===== src/cycle_event_scheduler_macros.svh =====
// Assertion macros for the cycle event scheduler.
`ifndef CYCLE_EVENT_SCHEDULER_MACROS_SVH
`define CYCLE_EVENT_SCHEDULER_MACROS_SVH

`ifndef ASSERT_OFF

// Same-cycle implication, disabled during reset.
`define CES_ASSERT_NOW(label, clk, rst, ante, cons) \
   label: assert property (@(posedge clk) disable iff (rst) (ante) |-> (cons)) \
      else $error("scheduler check failed");

// Next-cycle implication, disabled during reset.
`define CES_ASSERT_NEXT(label, clk, rst, ante, cons) \
   label: assert property (@(posedge clk) disable iff (rst) (ante) |=> (cons)) \
      else $error("scheduler check failed");

`else

`define CES_ASSERT_NOW(label, clk, rst, ante, cons)
`define CES_ASSERT_NEXT(label, clk, rst, ante, cons)

`endif

`endif


===== src/ces_pkg.sv =====
// Shared types and constants for the cycle event scheduler.
`timescale 1ns / 1ps

package ces_pkg;

   localparam int NUM_SLOTS   = 8;
   localparam int SLOT_W      = (NUM_SLOTS > 1) ? $clog2(NUM_SLOTS) : 1;
   localparam int TREE_LEAVES = 2 ** SLOT_W;
   localparam int TIME_W      = 32;
   localparam int KIND_W      = 2;
   localparam int IDX_W       = 3;
   localparam int MASK_W      = 8;

   typedef enum logic [KIND_W-1:0] {
      KIND_ARM     = 2'd0,
      KIND_DISARM  = 2'd1,
      KIND_ADVANCE = 2'd2
   } kind_type;

   // Controller to datapath.
   typedef struct packed {
      logic load;    // latch the incoming item
      logic calc;    // distances and distance to the nearest due time
      logic finish;  // apply item, load result register
   } cmd_type;

   // Datapath to controller.
   typedef struct packed {
      logic out_free;  // result register empty or being taken
   } status_type;

endpackage


===== src/ces_ctrl.sv =====
// Sequencing state machine for the cycle event scheduler.
`timescale 1ns / 1ps

module ces_ctrl (
   input  logic                clock,
   input  logic                reset,
   input  logic                req_valid,
   output logic                req_ready,
   input  ces_pkg::status_type status,
   output ces_pkg::cmd_type    cmd
);

   typedef enum logic [2:0] {
      ST_IDLE = 3'b001,
      ST_CALC = 3'b010,
      ST_FIN  = 3'b100
   } state_type;

   state_type state_ff;
   state_type state_in;

   always_comb begin
      state_in   = state_ff;
      req_ready  = 1'b0;
      cmd        = '0;
      unique case (state_ff)
         ST_IDLE: begin
            req_ready = 1'b1;
            if (req_valid) begin
               cmd.load = 1'b1;
               state_in = ST_CALC;
            end
         end
         ST_CALC: begin
            cmd.calc = 1'b1;
            state_in = ST_FIN;
         end
         ST_FIN: begin
            // hold here while the previous result still waits
            if (status.out_free) begin
               cmd.finish = 1'b1;
               req_ready  = 1'b1;
               if (req_valid) begin
                  cmd.load = 1'b1;
                  state_in = ST_CALC;
               end else begin
                  state_in = ST_IDLE;
               end
            end
         end
         default: state_in = ST_IDLE;
      endcase
   end

   always_ff @(posedge clock) begin
      if (reset) begin
         state_ff <= ST_IDLE;
      end else begin
         state_ff <= state_in;
      end
   end

endmodule


===== src/ces_datapath.sv =====
// Slot table, cycle clock, nearest-event search and result register.
`timescale 1ns / 1ps

module ces_datapath (
   input  logic                               clock,
   input  logic                               reset,
   input  ces_pkg::cmd_type                   cmd,
   output ces_pkg::status_type                status,
   input  logic [ces_pkg::KIND_W-1:0]         req_kind,
   input  logic [ces_pkg::IDX_W-1:0]          req_slot,
   input  logic [ces_pkg::TIME_W-1:0]         req_due_time,
   input  logic [ces_pkg::TIME_W-1:0]         req_cycles,
   output logic                               rsp_valid,
   input  logic                               rsp_ready,
   output logic [ces_pkg::MASK_W-1:0]         rsp_fired_mask,
   output logic                               rsp_any_fired,
   output logic [ces_pkg::TIME_W-1:0]         rsp_now_time,
   output logic [ces_pkg::TIME_W-1:0]         rsp_cycles_left
);

   localparam int N  = ces_pkg::NUM_SLOTS;
   localparam int TW = ces_pkg::TIME_W;
   localparam int L  = ces_pkg::TREE_LEAVES;

   // Latched item
   logic [ces_pkg::KIND_W-1:0] kind_ff;
   logic [ces_pkg::IDX_W-1:0]  slot_ff;
   logic [TW-1:0]              item_due_ff;
   logic [TW-1:0]              item_cycles_ff;

   // Table and clock
   logic [N-1:0]  active_ff, active_in;
   logic [TW-1:0] slot_due_ff [N];
   logic [TW-1:0] slot_due_in [N];
   logic [TW-1:0] clock_ff, clock_in;

   // Search stage
   logic [TW-1:0] dist_ff [N];
   logic [TW-1:0] dist_in [N];
   logic [N-1:0]  cand_ff;
   logic [TW-1:0] best_ff;
   logic          found_ff;
   logic [TW:0]   node [2*L-1];

   // Result register
   logic                       rsp_valid_ff, rsp_valid_in;
   logic [ces_pkg::MASK_W-1:0] mask_ff, mask_in;
   logic                       any_ff, any_in;
   logic [TW-1:0]              now_ff;
   logic [TW-1:0]              left_ff, left_in;

   logic         take;
   logic         slot_ok;
   logic [N-1:0] fire;

   assign status.out_free = !rsp_valid_ff || rsp_ready;

   // Distance of every slot, then a min tree over {inactive, distance} keys.
   always_comb begin
      for (int i = 0; i < N; i++) begin
         dist_in[i] = slot_due_ff[i] - clock_ff;
      end
      for (int i = 0; i < L; i++) begin
         if (i < N) begin
            node[L-1+i] = {!active_ff[i], dist_in[i]};
         end else begin
            node[L-1+i] = '1;
         end
      end
      for (int n = L - 2; n >= 0; n--) begin
         node[n] = (node[2*n+2] < node[2*n+1]) ? node[2*n+2] : node[2*n+1];
      end
   end

   assign take    = found_ff && (best_ff <= item_cycles_ff);
   assign slot_ok = 32'(slot_ff) < N;

   always_comb begin
      active_in = active_ff;
      clock_in  = clock_ff;
      fire      = '0;
      mask_in   = '0;
      any_in    = 1'b0;
      left_in   = '0;
      for (int i = 0; i < N; i++) begin
         slot_due_in[i] = slot_due_ff[i];
      end
      case (ces_pkg::kind_type'(kind_ff))
         ces_pkg::KIND_ARM: begin
            for (int i = 0; i < N; i++) begin
               if (slot_ok && 32'(slot_ff) == i) begin
                  active_in[i]   = 1'b1;
                  slot_due_in[i] = item_due_ff;
               end
            end
         end
         ces_pkg::KIND_DISARM: begin
            for (int i = 0; i < N; i++) begin
               if (slot_ok && 32'(slot_ff) == i) begin
                  active_in[i] = 1'b0;
               end
            end
         end
         ces_pkg::KIND_ADVANCE: begin
            if (take) begin
               for (int i = 0; i < N; i++) begin
                  fire[i] = cand_ff[i] && (dist_ff[i] == best_ff);
               end
               active_in = active_ff & ~fire;
               clock_in  = clock_ff + best_ff;
               left_in   = item_cycles_ff - best_ff;
               any_in    = 1'b1;
               for (int i = 0; i < ces_pkg::MASK_W; i++) begin
                  if (i < N) begin
                     mask_in[i] = fire[i];
                  end
               end
            end else begin
               clock_in = clock_ff + item_cycles_ff;
            end
         end
         default: begin
         end
      endcase
   end

   always_comb begin
      rsp_valid_in = rsp_valid_ff;
      if (cmd.finish) begin
         rsp_valid_in = 1'b1;
      end else if (rsp_ready) begin
         rsp_valid_in = 1'b0;
      end
   end

   always_ff @(posedge clock) begin
      if (reset) begin
         active_ff    <= '0;
         clock_ff     <= '0;
         rsp_valid_ff <= 1'b0;
         for (int i = 0; i < N; i++) begin
            slot_due_ff[i] <= '0;
         end
      end else begin
         rsp_valid_ff <= rsp_valid_in;
         if (cmd.finish) begin
            active_ff <= active_in;
            clock_ff  <= clock_in;
            for (int i = 0; i < N; i++) begin
               slot_due_ff[i] <= slot_due_in[i];
            end
         end
      end
   end

   always_ff @(posedge clock) begin
      if (cmd.load) begin
         kind_ff        <= req_kind;
         slot_ff        <= req_slot;
         item_due_ff    <= req_due_time;
         item_cycles_ff <= req_cycles;
      end
      if (cmd.calc) begin
         for (int i = 0; i < N; i++) begin
            dist_ff[i] <= dist_in[i];
         end
         cand_ff  <= active_ff;
         best_ff  <= node[0][TW-1:0];
         found_ff <= !node[0][TW];
      end
      if (cmd.finish) begin
         mask_ff <= mask_in;
         any_ff  <= any_in;
         now_ff  <= clock_in;
         left_ff <= left_in;
      end
   end

   assign rsp_valid       = rsp_valid_ff;
   assign rsp_fired_mask  = mask_ff;
   assign rsp_any_fired   = any_ff;
   assign rsp_now_time    = now_ff;
   assign rsp_cycles_left = left_ff;

endmodule


===== src/cycle_event_scheduler.sv =====
// Cycle event scheduler: eight one-shot event slots against a 32-bit cycle clock.
// Use: the req channel carries one item per handshake: arm a slot with an
// absolute due time, disarm a slot, or advance the clock by req_cycles.
// Every item answers with exactly one rsp item: the mask of slots that fired,
// a fired flag, the clock after the item and the cycles of the advance left
// unused when the clock stopped at the nearest armed due time.
// Each accepted item is latched, then the search step registers the slot
// distances and the min tree result, then the update step applies the item
// and loads the output register. A new item is taken only as the previous
// one is applied, so the search and update steps never hold two items at once.
// A stalled rsp side holds the result in its output register; the block
// finishes the following item only once that register is taken, and until
// then stops accepting further items.
// Reset (synchronous, active high) disarms all slots, clears the clock to 0
// and empties the output register.
`timescale 1ns / 1ps
`include "cycle_event_scheduler_macros.svh"

module cycle_event_scheduler (
   input  logic                       clock,
   input  logic                       reset,
   input  logic                       req_valid,
   output logic                       req_ready,
   input  logic [ces_pkg::KIND_W-1:0] req_kind,
   input  logic [ces_pkg::IDX_W-1:0]  req_slot,
   input  logic [ces_pkg::TIME_W-1:0] req_due_time,
   input  logic [ces_pkg::TIME_W-1:0] req_cycles,
   output logic                       rsp_valid,
   input  logic                       rsp_ready,
   output logic [ces_pkg::MASK_W-1:0] rsp_fired_mask,
   output logic                       rsp_any_fired,
   output logic [ces_pkg::TIME_W-1:0] rsp_now_time,
   output logic [ces_pkg::TIME_W-1:0] rsp_cycles_left
);

   ces_pkg::cmd_type    cmd;
   ces_pkg::status_type status;

   ces_ctrl u_ctrl (
      .clock     (clock),
      .reset     (reset),
      .req_valid (req_valid),
      .req_ready (req_ready),
      .status    (status),
      .cmd       (cmd)
   );

   ces_datapath u_dp (
      .clock           (clock),
      .reset           (reset),
      .cmd             (cmd),
      .status          (status),
      .req_kind        (req_kind),
      .req_slot        (req_slot),
      .req_due_time    (req_due_time),
      .req_cycles      (req_cycles),
      .rsp_valid       (rsp_valid),
      .rsp_ready       (rsp_ready),
      .rsp_fired_mask  (rsp_fired_mask),
      .rsp_any_fired   (rsp_any_fired),
      .rsp_now_time    (rsp_now_time),
      .rsp_cycles_left (rsp_cycles_left)
   );

   `CES_ASSERT_NEXT(a_busy_after_accept, clock, reset, req_valid && req_ready, !req_ready)
   `CES_ASSERT_NOW(a_finish_needs_room, clock, reset, cmd.finish, status.out_free)
   `CES_ASSERT_NOW(a_calc_not_finish, clock, reset, cmd.calc, !cmd.finish && !cmd.load)
   `CES_ASSERT_NOW(a_quiet_result, clock, reset, rsp_valid && !rsp_any_fired,
                   rsp_fired_mask == '0 && rsp_cycles_left == '0)

endmodule


===== config.mk =====
export PLATFORM = sky130hd
export DESIGN_NAME = cycle_event_scheduler
export DESIGN_NICKNAME = d
export VERILOG_FILES = /design/src/ces_pkg.sv /design/src/ces_ctrl.sv /design/src/ces_datapath.sv /design/src/cycle_event_scheduler.sv
export VERILOG_INCLUDE_DIRS = /design/src /design/src/src
export SDC_FILE = /design/constraint.sdc
export NUM_CORES = 2
export LEC_CHECK = 0
export BUFFER_PORTS_ARGS = -buffer_cell sky130_fd_sc_hd__clkbuf_2
export CORE_MARGIN = 2
export CORE_UTILIZATION = 60
export DETAILED_ROUTE_END_ITERATION = 8
export PLACE_DENSITY_LB_ADDON = 0.2
export SETUP_SLACK_MARGIN = 0.02
export SKIP_CTS_REPAIR_TIMING = 1
export SLEW_MARGIN = 40
export SYNTH_ARGS = -nofsm -noshare
export SYNTH_HDL_FRONTEND = slang
export SYNTH_SLANG_ARGS = --single-unit

===== constraint.sdc =====
create_clock -name clock -period 28.7 [get_ports clock]
set_input_delay 2.87 -clock clock [delete_from_list [all_inputs] [get_ports clock]]
set_output_delay 2.87 -clock clock [all_outputs]
set_load 0.01 [all_outputs]

==> results.py <==
metrics = {
    "job": {
        "maxCapViolations": 0,
    },
    "floorplan": {
        "die_y_um": 292,
        "rows": 105,
        "core_region_area_mm2": 0.0821,
        "ioPinCount": 148,
        "initial_core_util": 0.606,
        "die_x_um": 292,
        "die-area_mm2": 0.0853,
    },
    "worst_setup_path": {
        "worst-r2r-setup-slack_ns": 15.26,
        "worstPathBufferInverterCount": 7,
        "crit_required_ns": 29.10,
        "crit_type": "reg2reg",
        "start_kind": "flip-flop",
        "max_stage_delay_ns": 0.73,
        "arrival_ns": 13.83,
        "cpLargestDelayFamily": "compound AO/OA/AOI/OAI gates",
        "cp_slowest_cell": "fa_1",
        "worstSetupEndpointType": "flip-flop",
        "crit_fanout": 32,
        "cpMostUsedCell": "o21ai_0",
    },
    "synth": {
        "synth_ff_type": "edfxtp_1",
        "synth_edf_count": 695,
        "yosysTopAreaCell": "edfxtp_1",
        "synth_cell_types": 90,
        "syn_area_per_cell_um2": 10.6,
        "ys_seq_elements": 739,
        "netlist_area_mm2": 0.0498,
        "synth_area_leaders": "edfxtp_1 (42%), ha_1 (13%), xnor2_1 (6.8%), a21oi_1 (3.6%), mux2i_1 (3.3%)",
        "synth-warning-count": 0,
        "synth_most_common_cell": "edfxtp_1",
        "synth_common_cells": "edfxtp_1 (695), ha_1 (529), inv_1 (392)",
        "synthCells": 4676,
        "synth_fp_nets": 5288,
        "seq_area_frac_synth": 0.437,
        "synth_top_area_frac": 0.419,
        "ys_async_sr_fraction": 0,
    },
    "clock_tree": {
        "root_buffer": "clkbuf_16",
        "cts_buffer_depth": 3,
        "clk_latency_ns": 0.66,
        "cts_tree": "yes",
        "htree_levels": 3,
        "clkSinkCount": 739,
        "clk_pin_slew_ns": 0.06,
        "cts_buffers": 85,
    },
    "cells_and_area": {
        "area_growth_syn_to_layout_pct": 10.2,
        "design_area_mm2": 0.0548,
        "drive_above_1_share": 0.0869,
        "final_nets": 5477,
        "final_cells": 6009,
        "final_core_util": 0.668,
    },
    "sta": {
        "drv_slew": 0,
        "slew_headroom": 0.351,
        "clock_skew_ns": 0.0296,
        "setup_slack_ns": 15.26,
        "tightest_slew_ns": 0.960,
        "setup_viol": 0,
        "rsz0062_at_grt": "no",
        "fmax_mhz": 74.4,
        "period_share": 0.468,
        "final.min_clock_period_ns": 13.44,
        "fin_setup_tns_ns": 0,
        "holdWs_ns": 0.481,
        "hold_violations": 0,
    },
    "power": {
        "swShare": 0.325,
        "total_power_mw": 3.46,
        "p_int_mw": 2.34,
        "p_switching_mw": 1.12,
        "peakVddDrop_uv": 54.0,
        "power_frac_seq": 0.364,
        "power_frac_comb": 0.319,
        "p_leak_nw": 22.5,
        "pwr_density_cell_mw_per_mm2": 63.1,
        "p_clk_frac": 0.317,
    },
    "global_routing": {
        "grt_max_degree": 74,
        "grt_overflow": 0,
        "grt_use_total": 0.359,
        "antenna_found_initial": 5,
        "grt_pass1_vias": 36700,
        "grt_pass1_wl_mm": 226,
    },
    "route": {
        "ant_nets": 0,
        "drc_errors": 0,
        "wirelength_mm": 154,
        "via_per_inst": 6.27,
        "drt_iter0_drc": 3271,
        "firstDrtPassIters": 7,
        "wl_per_cell_um": 25.7,
        "vias": 37700,
    },
    "place": {
        "portBuffers": 147,
        "routabilityCongestion": 1.00,
        "dpl_cell_area_mm2": 0.0520,
        "dp_hpwl_mm": 123,
        "pre_cts_slack_ns": 15.88,
        "placed_cells": 5848,
    },
    "hold_path": {
        "min_path_type": "reg2reg",
    },
    "outcome": {
        "status": "finished clean",
    },
}
==> layout by cell type (no fill, tap or decap), types with 82 or more instances in the layout <==
cell type,count
edfxtp_1,695
ha_1,529
inv_1,390
xnor2_1,389
a21oi_1,361
o21ai_0,243
nand2_1,234
nor2_1,220
a21o_1,169
mux2i_1,162
clkbuf_2,146
xor2_1,142
nand4_1,108
nor2b_1,97
clkbuf_16,88
and2_1,82
==> logic make-up (layout without fill, tap and decap cells) <==
| group | Yosys count | count (layout) | share of synthesized area |
|---|---|---|---|
| flip-flops | 739 | 739 | 0.437 |
| other | 0 | 5 | 0 |
| AND/OR/NAND/NOR | 1037 | 1037 | 0.106 |
| AO/OA/AOI/OAI | 1115 | 1115 | 0.142 |
| XOR/XNOR | 532 | 532 | 0.0938 |
| adder cells (fa/ha/maj) | 541 | 541 | 0.137 |
| multiplexers | 210 | 210 | 0.0444 |
| buffers and inverters | 502 | 760 | 0.0391 |
==> flip-flops by register name, indices dropped and copies added, names as in the netlist, 2 cells and up <==
register and cells:
u_ctrl.state_ff 3, u_dp.active_ff 8, u_dp.best_ff 32, u_dp.cand_ff 8
u_dp.clock_ff 32, u_dp.dist_ff 256, u_dp.item_cycles_ff 32, u_dp.item_due_ff 32
u_dp.kind_ff 2, u_dp.rsp_cycles_left 32, u_dp.rsp_fired_mask 8, u_dp.rsp_now_time 32
u_dp.slot_due_ff 256, u_dp.slot_ff 3
==> worst register-to-register path, delay by kind of cell (launching register included) <==
family / cells / cell delay [ns]
flops: 1 / 0.44
simple gates: 8 / 0.83
buf+inv: 7 / 2.30
compound gates: 27 / 6.64
fa+ha+maj: 4 / 1.66
xor+xnor: 1 / 0.24
mux: 3 / 1.09
==> per-layer routing <==
metal	global-route usage	part of all wire	vias to the layer above
li1	-	-	17500
met1	0.474	0.41	18300
met2	0.593	0.46	1550
met3	0.0381	0.069	337
met4	0.170	0.053	0
met5	0	0	-
==> final cells by class <==
| class | count | area [um2] |
|---|---|---|
| fill | 6370 | 27300 |
| multi-input combinational | 3435 | 26200 |
| sequential | 739 | 21800 |
| clock buffer | 109 | 2330 |
| inverter | 394 | 1480 |
| tap | 1070 | 1340 |
| timing repair buffer | 210 | 1270 |
| clock inverter | 47 | 447 |
| antenna | 5 | 12.5 |
==> worst paths after layout <==
check	end	startpoint	depth (start not counted)
min	u_dp.clock_ff[5]	u_dp.clock_ff[5]	2
max reg2reg	u_dp.best_ff[25]	u_dp.clock_ff[1]	50
min reg2reg	u_dp.clock_ff[5]	u_dp.clock_ff[5]	2
max	u_dp.best_ff[25]	u_dp.clock_ff[1]	50
==> power groups by stage <==
stage | sequential [mW] | clock, mW | combinational, mW
2_1_floorplan | 1.28 | 0 | 0.809
3_5_place_dp | 1.28 | 0 | 1.08
4_1_cts | 1.26 | 1.11 | 1.08
6_report | 1.26 | 1.10 | 1.10
3_3_place_gp | 1.28 | 0 | 1.06
5_1_grt | 1.26 | 1.15 | 1.21
No activity file was read; power rests on OpenSTA's default activity.
